`src/rtl/kmu_pkg.sv`:
```
package kmu_pkg;

  localparam int unsigned MAX_CLUSTERS = 8;
  localparam int unsigned MAX_DIMS     = 4;
  localparam int unsigned COORD_WIDTH  = 16;

  localparam int unsigned CW = $clog2(MAX_CLUSTERS);
  localparam int unsigned DW = $clog2(MAX_DIMS);
  localparam int unsigned AW = CW + DW;

  localparam int unsigned SUM_WIDTH  = 32;
  localparam int unsigned CNT_WIDTH  = 16;
  localparam int unsigned DIST_WIDTH = 34;

  localparam logic [1:0] CMD_LOAD   = 2'd0;
  localparam logic [1:0] CMD_POINT  = 2'd1;
  localparam logic [1:0] CMD_UPDATE = 2'd2;

  localparam logic KIND_ASSIGN   = 1'b0;
  localparam logic KIND_CENTROID = 1'b1;

  localparam logic [1:0] REG_CLUSTERS = 2'd0;
  localparam logic [1:0] REG_DIMS     = 2'd1;

endpackage

```
`src/rtl/kmeans_assign_and_update_core.sv`:
```
// One Lloyd k-means iteration on 16-bit signed points. Load centroid
// coordinates with LOAD beats, then stream points one coordinate per POINT
// beat; the last coordinate of a point yields one assignment result (cluster
// and squared distance) and folds the point into that cluster's sums. An
// UPDATE beat replaces each centroid in use by the mean of its members
// (empty clusters keep their centroid) and returns every centroid coordinate.
// Centroids and sums live in two synchronous memories with registered reads.
// LOAD, plain POINT and unused beats leave the block idle. After a point's
// last coordinate the input drops ready for the distance scan (one centroid
// coordinate read a cycle, two pipeline stages), the read-modify-write on the
// sum memory (skipped when the count is saturated) and the load of the result
// register, which waits while an earlier result is still held. UPDATE reads,
// latches, divides with the 32-step bit-serial divider and emits each centroid
// coordinate in use; empty clusters skip the divider. Configuration writes are
// always accepted and the ready is tied high; write only while the block is
// idle.
module kmeans_assign_and_update_core import kmu_pkg::*; (
  input  logic                          clk_i,
  input  logic                          rst_ni,
  input  logic                          cfg_valid_i,
  output logic                          cfg_ready_o,
  input  logic [1:0]                    cfg_index_i,
  input  logic [3:0]                    cfg_data_i,
  input  logic                          in_valid_i,
  output logic                          in_ready_o,
  input  logic [1:0]                    command_i,
  input  logic [2:0]                    cluster_index_i,
  input  logic [1:0]                    dim_index_i,
  input  logic signed [COORD_WIDTH-1:0] coord_value_i,
  output logic                          out_valid_o,
  input  logic                          out_ready_i,
  output logic                          result_kind_o,
  output logic [2:0]                    cluster_id_o,
  output logic [1:0]                    coord_pos_o,
  output logic signed [COORD_WIDTH-1:0] centroid_value_o,
  output logic [DIST_WIDTH-1:0]         min_distance_o,
  output logic                          last_item_o,
  output logic                          overflow_o
);

  localparam int unsigned DEPTH = MAX_CLUSTERS * MAX_DIMS;

  localparam logic [2:0] ST_IDLE  = 3'd0;
  localparam logic [2:0] ST_DIST  = 3'd1;
  localparam logic [2:0] ST_ADD   = 3'd2;
  localparam logic [2:0] ST_AEMIT = 3'd3;
  localparam logic [2:0] ST_URD   = 3'd4;
  localparam logic [2:0] ST_ULAT  = 3'd5;
  localparam logic [2:0] ST_UDIV  = 3'd6;
  localparam logic [2:0] ST_UOUT  = 3'd7;

  logic [2:0] st_q;
  logic [3:0] kreg_q;
  logic [2:0] dreg_q;
  logic [CW-1:0] k_last;
  logic [DW-1:0] d_last;

  // Clamp the in-use counts and keep the index of the last one.
  always_comb begin
    if (kreg_q == 4'd0) k_last = '0;
    else if (kreg_q > 4'(MAX_CLUSTERS)) k_last = CW'(MAX_CLUSTERS - 1);
    else k_last = CW'(kreg_q - 4'd1);
    if (dreg_q == 3'd0) d_last = '0;
    else if (dreg_q > 3'(MAX_DIMS)) d_last = DW'(MAX_DIMS - 1);
    else d_last = DW'(dreg_q - 3'd1);
  end

  assign cfg_ready_o = 1'b1;
  always_ff @(posedge clk_i or negedge rst_ni) begin
    if (!rst_ni) begin
      kreg_q <= 4'd8;
      dreg_q <= 3'd4;
    end else if (cfg_valid_i) begin
      if (cfg_index_i == REG_CLUSTERS) kreg_q <= cfg_data_i;
      if (cfg_index_i == REG_DIMS) dreg_q <= cfg_data_i[2:0];
    end
  end

  // ---------------- memories ----------------
  logic signed [COORD_WIDTH-1:0] cent_mem [DEPTH];
  logic [DEPTH-1:0]              cent_vld_q;
  logic                          cent_we;
  logic [AW-1:0]                 cent_wa, cent_ra;
  logic signed [COORD_WIDTH-1:0] cent_wd, cent_rd_q, cent_val;
  logic                          cent_rv_q;

  logic signed [SUM_WIDTH-1:0] sum_mem [DEPTH];
  logic [DEPTH-1:0]            sum_vld_q;
  logic                        sum_we, sum_clr;
  logic [AW-1:0]               sum_wa, sum_ra;
  logic signed [SUM_WIDTH-1:0] sum_wd, sum_rd_q, sum_val;
  logic                        sum_rv_q;

  always_ff @(posedge clk_i) begin
    if (cent_we) cent_mem[cent_wa] <= cent_wd;
    cent_rd_q <= cent_mem[cent_ra];
    if (sum_we) sum_mem[sum_wa] <= sum_wd;
    sum_rd_q <= sum_mem[sum_ra];
  end

  // Entries never written read as zero; the sum valid bits drop at update.
  always_ff @(posedge clk_i or negedge rst_ni) begin
    if (!rst_ni) begin
      cent_vld_q <= '0;
      sum_vld_q  <= '0;
      cent_rv_q  <= 1'b0;
      sum_rv_q   <= 1'b0;
    end else begin
      cent_rv_q <= cent_vld_q[cent_ra];
      sum_rv_q  <= sum_vld_q[sum_ra];
      if (cent_we) cent_vld_q[cent_wa] <= 1'b1;
      if (sum_clr) sum_vld_q <= '0;
      else if (sum_we) sum_vld_q[sum_wa] <= 1'b1;
    end
  end

  assign cent_val = cent_rv_q ? cent_rd_q : '0;
  assign sum_val  = sum_rv_q ? sum_rd_q : '0;

  // ---------------- point state ----------------
  logic signed [COORD_WIDTH-1:0] pb_q [MAX_DIMS];
  logic [CNT_WIDTH-1:0]          cnt_q [MAX_CLUSTERS];
  logic                          ovf_q;

  // distance scan pipeline
  logic [CW-1:0] ic_q;
  logic [DW-1:0] id_q;
  logic          iss_done_q;
  logic          s1_v_q, s1_lastd_q, s1_lastall_q;
  logic [CW-1:0] s1_c_q;
  logic [DW-1:0] s1_d_q;
  logic          s2_v_q, s2_lastd_q, s2_lastall_q;
  logic [CW-1:0] s2_c_q;
  logic [DIST_WIDTH-1:0] sq_q, acc_q, acc_nx, best_d_q;
  logic [CW-1:0]         best_c_q;
  logic signed [COORD_WIDTH:0]     diff;
  logic signed [2*COORD_WIDTH+1:0] prod;
  logic          take;
  logic [CW-1:0]         best_c_nx;
  logic [DIST_WIDTH-1:0] best_d_nx;

  assign diff   = {pb_q[s1_d_q][COORD_WIDTH-1], pb_q[s1_d_q]}
                - {cent_val[COORD_WIDTH-1], cent_val};
  assign prod   = diff * diff;
  assign acc_nx = acc_q + sq_q;
  assign take   = s2_v_q && s2_lastd_q && ((s2_c_q == '0) || (acc_nx < best_d_q));
  assign best_c_nx = take ? s2_c_q : best_c_q;
  assign best_d_nx = take ? acc_nx : best_d_q;

  // sum accumulate sweep
  logic [DW-1:0] ad_q, aw_d_q;
  logic          add_done_q, aw_v_q;

  // update sweep
  logic [CW-1:0] uc_q;
  logic [DW-1:0] ud_q;
  logic          uneg_q, uwr_q, div_start, div_done;
  logic signed [COORD_WIDTH-1:0] uval_q;
  logic [SUM_WIDTH-1:0] div_q, sum_mag;

  assign sum_mag = sum_val[SUM_WIDTH-1] ? SUM_WIDTH'(-sum_val) : SUM_WIDTH'(sum_val);
  assign div_start = (st_q == ST_ULAT) && (cnt_q[uc_q] != '0);

  kmu_div u_div (
    .clk_i      (clk_i),
    .rst_ni     (rst_ni),
    .start_i    (div_start),
    .dividend_i (sum_mag),
    .divisor_i  (cnt_q[uc_q]),
    .done_o     (div_done),
    .quot_o     (div_q)
  );

  logic in_fire, slot_free, upd_last, emit_now;
  assign in_ready_o = (st_q == ST_IDLE);
  assign in_fire    = in_valid_i && in_ready_o;
  assign slot_free  = !out_valid_o || out_ready_i;
  assign upd_last   = (uc_q == k_last) && (ud_q == d_last);
  assign emit_now   = slot_free && (st_q == ST_AEMIT || st_q == ST_UOUT);

  // memory port steering
  always_comb begin
    cent_we = 1'b0;
    cent_wa = {cluster_index_i, dim_index_i};
    cent_wd = coord_value_i;
    if (in_fire && command_i == CMD_LOAD) begin
      cent_we = 1'b1;
    end else if (st_q == ST_UOUT && slot_free && uwr_q) begin
      cent_we = 1'b1;
      cent_wa = {uc_q, ud_q};
      cent_wd = uval_q;
    end
    cent_ra = (st_q == ST_DIST) ? {ic_q, id_q} : {uc_q, ud_q};
    sum_ra  = (st_q == ST_ADD) ? {best_c_q, ad_q} : {uc_q, ud_q};
    sum_we  = aw_v_q;
    sum_wa  = {best_c_q, aw_d_q};
    sum_wd  = sum_val + SUM_WIDTH'(pb_q[aw_d_q]);
    sum_clr = (st_q == ST_UOUT) && slot_free && upd_last;
  end

  always_ff @(posedge clk_i) begin
    if (in_fire && command_i == CMD_POINT && dim_index_i <= d_last)
      pb_q[dim_index_i] <= coord_value_i;
    sq_q <= DIST_WIDTH'(prod);
    s1_c_q <= ic_q;
    s1_d_q <= id_q;
    s1_lastd_q <= (id_q == d_last);
    s1_lastall_q <= (id_q == d_last) && (ic_q == k_last);
    s2_c_q <= s1_c_q;
    s2_lastd_q <= s1_lastd_q;
    s2_lastall_q <= s1_lastall_q;
    best_c_q <= best_c_nx;
    best_d_q <= best_d_nx;
    aw_d_q <= ad_q;
    if (st_q == ST_ULAT) begin
      uneg_q <= sum_val[SUM_WIDTH-1];
      uval_q <= cent_val;
      uwr_q  <= 1'b0;
    end else if (div_done) begin
      uval_q <= uneg_q ? COORD_WIDTH'(-div_q) : COORD_WIDTH'(div_q);
      uwr_q  <= 1'b1;
    end
  end

  always_ff @(posedge clk_i or negedge rst_ni) begin
    if (!rst_ni) begin
      st_q        <= ST_IDLE;
      ovf_q       <= 1'b0;
      cnt_q       <= '{default: '0};
      ic_q        <= '0;
      id_q        <= '0;
      iss_done_q  <= 1'b1;
      s1_v_q      <= 1'b0;
      s2_v_q      <= 1'b0;
      acc_q       <= '0;
      ad_q        <= '0;
      add_done_q  <= 1'b1;
      aw_v_q      <= 1'b0;
      uc_q        <= '0;
      ud_q        <= '0;
      out_valid_o <= 1'b0;
    end else begin
      if (out_valid_o && out_ready_i && !emit_now) out_valid_o <= 1'b0;
      s1_v_q <= (st_q == ST_DIST) && !iss_done_q;
      s2_v_q <= s1_v_q;
      aw_v_q <= (st_q == ST_ADD) && !add_done_q;
      if (s2_v_q) acc_q <= s2_lastd_q ? '0 : acc_nx;

      unique case (st_q)
        ST_IDLE: begin
          if (in_fire) begin
            if (command_i == CMD_POINT && dim_index_i == d_last) begin
              st_q <= ST_DIST;
              ic_q <= '0;
              id_q <= '0;
              iss_done_q <= 1'b0;
              acc_q <= '0;
            end else if (command_i == CMD_UPDATE) begin
              st_q <= ST_URD;
              uc_q <= '0;
              ud_q <= '0;
            end
          end
        end
        ST_DIST: begin
          // issue one centroid coordinate a cycle
          if (!iss_done_q) begin
            if (id_q == d_last) begin
              id_q <= '0;
              if (ic_q == k_last) iss_done_q <= 1'b1;
              else ic_q <= ic_q + 1'b1;
            end else begin
              id_q <= id_q + 1'b1;
            end
          end
          if (s2_v_q && s2_lastall_q) begin
            if (cnt_q[best_c_nx] == '1) begin
              ovf_q <= 1'b1;
              st_q <= ST_AEMIT;
            end else begin
              cnt_q[best_c_nx] <= cnt_q[best_c_nx] + 1'b1;
              ad_q <= '0;
              add_done_q <= 1'b0;
              st_q <= ST_ADD;
            end
          end
        end
        ST_ADD: begin
          if (!add_done_q) begin
            if (ad_q == d_last) add_done_q <= 1'b1;
            else ad_q <= ad_q + 1'b1;
          end
          if (aw_v_q && aw_d_q == d_last) st_q <= ST_AEMIT;
        end
        ST_AEMIT: begin
          if (slot_free) begin
            out_valid_o      <= 1'b1;
            result_kind_o    <= KIND_ASSIGN;
            cluster_id_o     <= 3'(best_c_q);
            coord_pos_o      <= '0;
            centroid_value_o <= '0;
            min_distance_o   <= best_d_q;
            last_item_o      <= 1'b1;
            overflow_o       <= ovf_q;
            st_q <= ST_IDLE;
          end
        end
        ST_URD:  st_q <= ST_ULAT;
        ST_ULAT: st_q <= (cnt_q[uc_q] == '0) ? ST_UOUT : ST_UDIV;
        ST_UDIV: if (div_done) st_q <= ST_UOUT;
        ST_UOUT: begin
          if (slot_free) begin
            out_valid_o      <= 1'b1;
            result_kind_o    <= KIND_CENTROID;
            cluster_id_o     <= 3'(uc_q);
            coord_pos_o      <= 2'(ud_q);
            centroid_value_o <= uval_q;
            min_distance_o   <= '0;
            last_item_o      <= upd_last;
            overflow_o       <= ovf_q;
            if (upd_last) begin
              cnt_q <= '{default: '0};
              ovf_q <= 1'b0;
              st_q  <= ST_IDLE;
            end else begin
              st_q <= ST_URD;
              if (ud_q == d_last) begin
                ud_q <= '0;
                uc_q <= uc_q + 1'b1;
              end else begin
                ud_q <= ud_q + 1'b1;
              end
            end
          end
        end
        default: st_q <= ST_IDLE;
      endcase
    end
  end

`ifndef SYNTH
  a_idle_drained: assert property (@(posedge clk_i) disable iff (!rst_ni)
    (st_q == ST_IDLE) |-> (!s1_v_q && !s2_v_q && !aw_v_q))
    else $error("pipeline busy in idle");
  a_div_in_upd: assert property (@(posedge clk_i) disable iff (!rst_ni)
    div_done |-> (st_q == ST_UDIV)) else $error("stray divider done");
  a_sum_write_add: assert property (@(posedge clk_i) disable iff (!rst_ni)
    sum_we |-> (st_q == ST_ADD || st_q == ST_AEMIT)) else $error("stray sum write");
  a_emit_clean: assert property (@(posedge clk_i) disable iff (!rst_ni)
    (out_valid_o && result_kind_o == KIND_CENTROID) |-> (min_distance_o == '0))
    else $error("distance on centroid beat");
`endif

endmodule

```
`src/rtl/kmu_div.sv`:
```
module kmu_div import kmu_pkg::*; (
  input  logic                 clk_i,
  input  logic                 rst_ni,
  input  logic                 start_i,
  input  logic [SUM_WIDTH-1:0] dividend_i,
  input  logic [CNT_WIDTH-1:0] divisor_i,
  output logic                 done_o,
  output logic [SUM_WIDTH-1:0] quot_o
);

  localparam int unsigned SW = $clog2(SUM_WIDTH);

  logic                 busy_q;
  logic [SW-1:0]        cnt_q;
  logic [SUM_WIDTH-1:0] quo_q;
  logic [CNT_WIDTH-1:0] rem_q, den_q;
  logic [CNT_WIDTH:0]   trial;
  logic                 fits;

  // One quotient bit per cycle, restoring.
  assign trial = {rem_q, quo_q[SUM_WIDTH-1]};
  assign fits  = trial >= {1'b0, den_q};

  always_ff @(posedge clk_i or negedge rst_ni) begin
    if (!rst_ni) begin
      busy_q <= 1'b0;
      cnt_q  <= '0;
      done_o <= 1'b0;
    end else begin
      done_o <= !start_i && busy_q && (cnt_q == SW'(SUM_WIDTH - 1));
      if (start_i) begin
        busy_q <= 1'b1;
        cnt_q  <= '0;
      end else if (busy_q) begin
        cnt_q <= cnt_q + 1'b1;
        if (cnt_q == SW'(SUM_WIDTH - 1)) begin
          busy_q <= 1'b0;
        end
      end
    end
  end

  always_ff @(posedge clk_i) begin
    if (start_i) begin
      quo_q <= dividend_i;
      rem_q <= '0;
      den_q <= divisor_i;
    end else if (busy_q) begin
      quo_q <= {quo_q[SUM_WIDTH-2:0], fits};
      rem_q <= fits ? CNT_WIDTH'(trial - {1'b0, den_q}) : trial[CNT_WIDTH-1:0];
    end
  end

  assign quot_o = quo_q;

`ifndef SYNTH
  a_done_after_busy: assert property (@(posedge clk_i) disable iff (!rst_ni)
    done_o |-> $past(busy_q)) else $error("done without busy");
  a_no_start_busy: assert property (@(posedge clk_i) disable iff (!rst_ni)
    start_i |-> !busy_q) else $error("start while busy");
  a_done_pulse: assert property (@(posedge clk_i) disable iff (!rst_ni)
    done_o |=> !done_o) else $error("done held");
`endif

endmodule

```
`config.mk`:
```
export PLATFORM = sky130hd
export DESIGN_NAME = kmeans_assign_and_update_core
export DESIGN_NICKNAME = d
export VERILOG_FILES = /design/src/rtl/kmu_pkg.sv /design/src/rtl/kmeans_assign_and_update_core.sv /design/src/rtl/kmu_div.sv
export SDC_FILE = /design/constraint.sdc
export NUM_CORES = 2
export LEC_CHECK = 0
export BUFFER_PORTS_ARGS = -buffer_cell sky130_fd_sc_hd__buf_2
export CORE_MARGIN = 5
export CORE_UTILIZATION = 40
export DETAILED_ROUTE_END_ITERATION = 6
export HOLD_SLACK_MARGIN = 0.12
export SLEW_MARGIN = 15
export SYNTH_ARGS = -nofsm -noshare
export SYNTH_HDL_FRONTEND = slang
export SYNTH_SLANG_ARGS = --single-unit
```
`constraint.sdc`:
```
create_clock -name clk_i -period 22.1 [get_ports clk_i]
set_input_delay 4.42 -clock clk_i [delete_from_list [all_inputs] [get_ports clk_i]]
set_output_delay 4.42 -clock clk_i [all_outputs]
set_load 0.03 [all_outputs]
```
# [Yosys cells after proc, flatten, opt, wreduce, memory -nomap -nowiden]
# Memory sizes are Yosys's and may differ from the RTL's. A register that Yosys moved wholly into a read port is not among the register bits.
# Index checks and enable logic that the tools add are counted.
# W data, S select, Z words.
[word_totals] reg_bits=487 ramBits=1600 inputBits=34 output_inout_bits=61 word_cells=334 memories=3
[classes] addsub=15 multipliers=1 order_cmp=14 n_eq_ne=39 mux=140 bitwise=4 n_reduce_logical=64
[memory_table] memory="sum_mem" depth=32 width=32 read_ports=1 rd_clocked_by_memory_dff=1 wr=1 line_no="kmeans_assign_and_update_core.sv:87" rtl="logic signed [SUM_WIDTH-1:0] sum_mem [DEPTH];"
[memory_table] memory="cent_mem" depth=32 width=16 read_ports=1 rd_clocked_by_memory_dff=1 wr=1 line_no="kmeans_assign_and_update_core.sv:80" rtl="logic signed [COORD_WIDTH-1:0] cent_mem [DEPTH];"
[memory_table] memory="pb_q" depth=4 width=16 read_ports=2 rd_clocked_by_memory_dff=2 wr=1 line_no="kmeans_assign_and_update_core.sv:121" rtl="logic signed [COORD_WIDTH-1:0] pb_q [MAX_DIMS];"
[ops] op="$mux W128" n=4
[ops] op="$pmux W128 S2" n=1
[ops] op="$mux W34" n=7
[ops] op="$mux W16" n=14
[ops] op="$mux W32" n=6
[ops] op="$bwmux W128" n=1
[ops] op="$bmux W16 S3" n=2
[ops] op="$mux W3" n=25
[ops] op="$pmux W34 S2" n=1
[ops] op="$or A32 B32 Y32" n=2
[ops] op="$demux W16 S3" n=1
[ops] op="$mux W1" n=36
[ops] op="$mux W2" n=18
[ops] op="$add A34 B34 Y34" n=1
[ops] op="$lt A34 B34 Y1" n=1
[ops] op="$mul A17 B17 Y34" n=1
[ops] op="$add A32 B16 Y32" n=1
[ops] op="$neg A32 Y32" n=1
[ops] op="$pmux W16 S2" n=1
[ops] op="$mux W5" n=6
[ops] op="$logic_and A1 B1 Y1" n=25
[ops] op="$lt A5 B6 Y1 const B" n=4
[ops] op="$pmux W3 S8" n=1
[ops] op="$ne A2 B2 Y1 const B" n=10
[ops] op="other kinds (48)" n=107

# [Logic depth before layout (Yosys ltp)]
[logic_depth] depth_word=14 ltp_mapped=45 mapped_depth_nobuf=44

# [Modules after synthesis]
# From an unflattened synthesis, not the netlist that was laid out.
[hier_totals] cells_unflattened=6794 area_unflattened_um2=100356.2
[by_module_without_submodules] module="kmeans_assign_and_update_core" instances=1 cells_each=6438 area_each_um2=96374.9 seq_area_each_um2=59737.3
[by_module_without_submodules] module="kmu_div" instances=1 cells_each=356 area_each_um2=3981.3 seq_area_each_um2=1936.9

# [Least setup slack after synthesis]
# Ideal clock, no wire load.
[synth_timing] path_kind="register to register" startpoint="register (tool-made name)" endpoint="register sq_q[33]" setup_time_ps=72 t_arrival_ps=9916 required_ps=22028 setup_slack_ps=12111 path_stages_with_launch=44 path_buffers=4 period_less_slack_ps=9989 path_cell_list="dfxtp_1 clkbuf_1 buf_1 mux4_2 ha_1 nor2b_1 o21ai_0 a21boi_0 o21ai_0 a21boi_0 o21ai_0 a21boi_0 o21ai_0 a21oi_1 o21a_1 or2_2 clkbuf_1 inv_1 (+8 left out) fa_1 fa_1 inv_1 fa_1 inv_1 ha_1 a21o_1 a21oi_1 nor3b_1 inv_1 o21a_1 a21boi_0 a21oi_1 nand2b_1 a31oi_1 a21o_1 a21oi_1 xnor2_1"
[synth_lines] item="to (signal assigned)" line_no="kmeans_assign_and_update_core.sv:204" rtl="sq_q <= DIST_WIDTH'(prod);"
[synth_lines] item="to (decl)" line_no="kmeans_assign_and_update_core.sv:134" rtl="logic [DIST_WIDTH-1:0] sq_q, acc_q, acc_nx, best_d_q;"

==> out/qor.yml <==
cts:
  cts_tree: "yes"
  cts_hold_buf: 0
  cts-root-buf: "clkbuf_16"
  cts_made_buffers: 215
  cts-resized-gates: 0
  clock-sinks: 2136
  clk_latency_ps: 910
  cts.htree.levels: 4
  clk_path_buf_depth: 3
  cts_setup_buffers: 0
  cts.reportedPaths.clkPinSlew_ps: 60
floorplan:
  initial_utilization_pct: 40.07
  dieArea_um2: 263900
  die_x_um: 513.7
  io-pin-count: 95
  num_rows: 185
  die_y_um: 513.7
  core_area_um2: 253200
logic_synthesis:
  synth_fa_ha_area_share_pct: 8.158
  synth-simple-area-share_pct: 10.13
  synth_largest_area_cell: "edfxtp_1"
  synth_cells: 7756
  synth_edf_count: 1757
  synth.area.mux_share_pct: 6.816
  synth_cell_types: 94
  avgSynthCellArea_um2: 13.08
  synth_nets: 8287
  ys.flop_type: "edfxtp_1"
  synthArstFlopShare_pct: 12.36
  synth_top_family_by_area: "simple AND/OR/NAND/NOR gates"
  ys_seq_elements: 2136
  netlist_area_um2: 101500
  yosys-top-cells-area: "edfxtp_1, dfrtp_1, fa_1"
  synth_compound_area_share_pct: 9.122
  yosysWarnings: 0
  synth.top_cell.area_share_pct: 51.99
  ys_top_cells_by_count: "edfxtp_1, nand2_1, inv_1, a211oi_1"
  ys_seq_area_share_pct: 60.78
  yosysMostFrequentCell: "edfxtp_1"
  synth_xor_area_share_pct: 1.476
place:
  dp_hpwl_um: 156800
  dp_cells: 10952
  place_congestion: 0.8535
  numPortBuffers: 93
  place_ws_ps: 11360
  place_area_um2: 106400
routing:
  drc: 1
  dr.pass1.iters: 7
  viasPerCell: 5.581
  totalWireLength_um: 271300
  vias: 63480
  drtAntennaViolNets: 0
  drt-initial-drc-count: 6179
  routedWlPerCell_um: 23.85
global_routing:
  grt_usage_pct: 20.20
  grt-ovfl-total: 0
  grt_max_degree: 175
  antenna_found_initial: 24
  grt_first_pass_wirelength_um: 405600
  grt_pass1_vias: 63304
finish:
  final_cell_area_um2: 113900
  area.growth.synth_to_final_pct: 12.27
  nFillCells: 22588
  final_cells: 11375
  drive_gt1_share_pct: 12.72
  fin_nets: 8334
hold_path:
  hold_class: "flop to flop"
sta:
  drv_slew: 0
  rsz0062_at_grt: "false"
  worst_slack_ps: 11250
  tightest_slew_ps: 1210
  finalClockSkew_ps: 96.62
  finalCritPeriodShare_pct: 49.10
  setup_viol: 0
  hold_viol: 0
  slew_headroom_pct: 19.22
  layout_min_cycle_time_ps: 10850
  fmax_ghz: 0.09215
  setup_tns_ps: 0
critical_path:
  startpoint_type: "flop"
  crit_buf_inv: 6
  critPathRequiredTime_ps: 22780
  critPathTopFamily: "adder cells"
  worstSetupPathType: "flop to flop"
  cp_max_fo: 16
  endpoint_kind: "flop"
  cp.arrival_ps: 11540
  cp_common_cell: "fa_1"
  crit_slowest_cell: "dfxtp_1"
  cpPeakStageDelay_ps: 890
run_status:
  failed_checks: "DRC"
  status: "complete, but fails checks"
flow_run:
  cap_viol_max_count: 0
## stage by stage
step                util, %  hold WS [ps]
global route          44.98         330.0
finish                44.99         325.2
detailed placement    42.01         312.1
global placement      42.01         312.2
CTS                   44.93         325.1
floorplan                 -         309.6
## layout make-up
cell class	count	area (µm²)	share of cell area, %
flip-flops and latches	2136	61680	54.14
diodes	12	30.03	0.02636
repair buffers	259	1797	1.577
clock inverters	126	1446	1.270
inverters	490	1844	1.619
multi-input cells	4701	36980	32.46
well taps	3366	4212	3.697
clock buffers	285	5939	5.213
## path summary, 6_finish.rpt
path                                   start                    end  slack, ps  cells after the start
min in group asynchronous             rst_ni  cnt_q[39]$_DFFE_PN0P_       3500                      1
max in group asynchronous             rst_ni     sum_rv_q$_DFF_PN0_      16510                      3
setup / recovery                        flop       sq_q[33]$_DFF_P_      11250                     38
hold reg to reg            s1_c_q[1]$_DFF_P_      s2_c_q[1]$_DFF_P_        330                      0
setup reg to reg                        flop       sq_q[33]$_DFF_P_      11250                     38
hold / removal             s1_c_q[1]$_DFF_P_      s2_c_q[1]$_DFF_P_        330                      0
## worst reg2reg max path, delay by kind of cell (launching register included)
kind,cells,cell delay [ps]
fa+ha+maj,8,3400
compound gates,16,3060
buf+inv,6,960
simple gates,5,960
xor+xnor,2,950
flops,1,890
mux,1,440
## placed cells by master, fill, tap and decap left out, types with 19 or more instances in the layout
cell and instances:
buf_2 92, dfxtp_1 115, clkinv_2 40, xor2_1 30
o21a_1 50, fa_1 273, nor2_4 35, nand3_1 170
and2_1 313, a21o_1 68, or2_2 46, a31oi_1 150
clkbuf_16 220, nor2_1 324, nand2b_1 25, mux4_2 200
nor3_1 37, nand2_1 1114, dfrtp_1 256, a21oi_1 236
xnor2_1 117, a311oi_1 146, o21ai_0 158, a211oi_1 387
bufinv_16 22, ha_1 224, clkinv_1 45, inv_1 481
buf_4 160, clkbuf_8 19, mux2_2 62, nor2b_1 52
edfxtp_1 1757, mux2i_1 161, clkbuf_1 46, and3_1 26
## metal layers
layer	track usage, %	routed length [µm]	share of wire (%)	vias to the layer above
li1	-	-	-	28403
met1	28.55	118400	44	32523
met2	32.88	127900	47	2160
met3	2.826	17880	6.6	394
met4	5.462	7123	2.6	0
met5	0	0	0	-
## state kept, by name, summed over array words and instances (netlist names), 4 cells and up, named ones only
| signal | flops |
|---|---|
| u_div.rem_q | 16 |
| u_div.den_q | 16 |
| sq_q | 33 |
| best_d_q | 34 |
| sum_rd_q | 32 |
| cnt_q | 128 |
| u_div.quot_o | 32 |
| uval_q | 16 |
| u_div.cnt_q | 5 |
| centroid_value_o | 16 |
| sum_mem | 1024 |
| sum_vld_q | 32 |
| kreg_q | 4 |
| min_distance_o | 34 |
| pb_q | 64 |
| cent_mem | 512 |
| cent_rd_q | 16 |
| cent_vld_q | 32 |
| acc_q | 34 |
## kinds of logic after synthesis
group                      Yosys count
DFF                               2136
xor gates and xnor gates           171
muxes                              433
adders and majority gates          498
buffers and inverters              919
AOI/OAI and AO/OA                 1347
and+or+nand+nor                   2251
other                                1
Power is left out: the tool's default activity adds up to more than one toggle a clock period on the data nets, which glitch-free logic cannot reach.
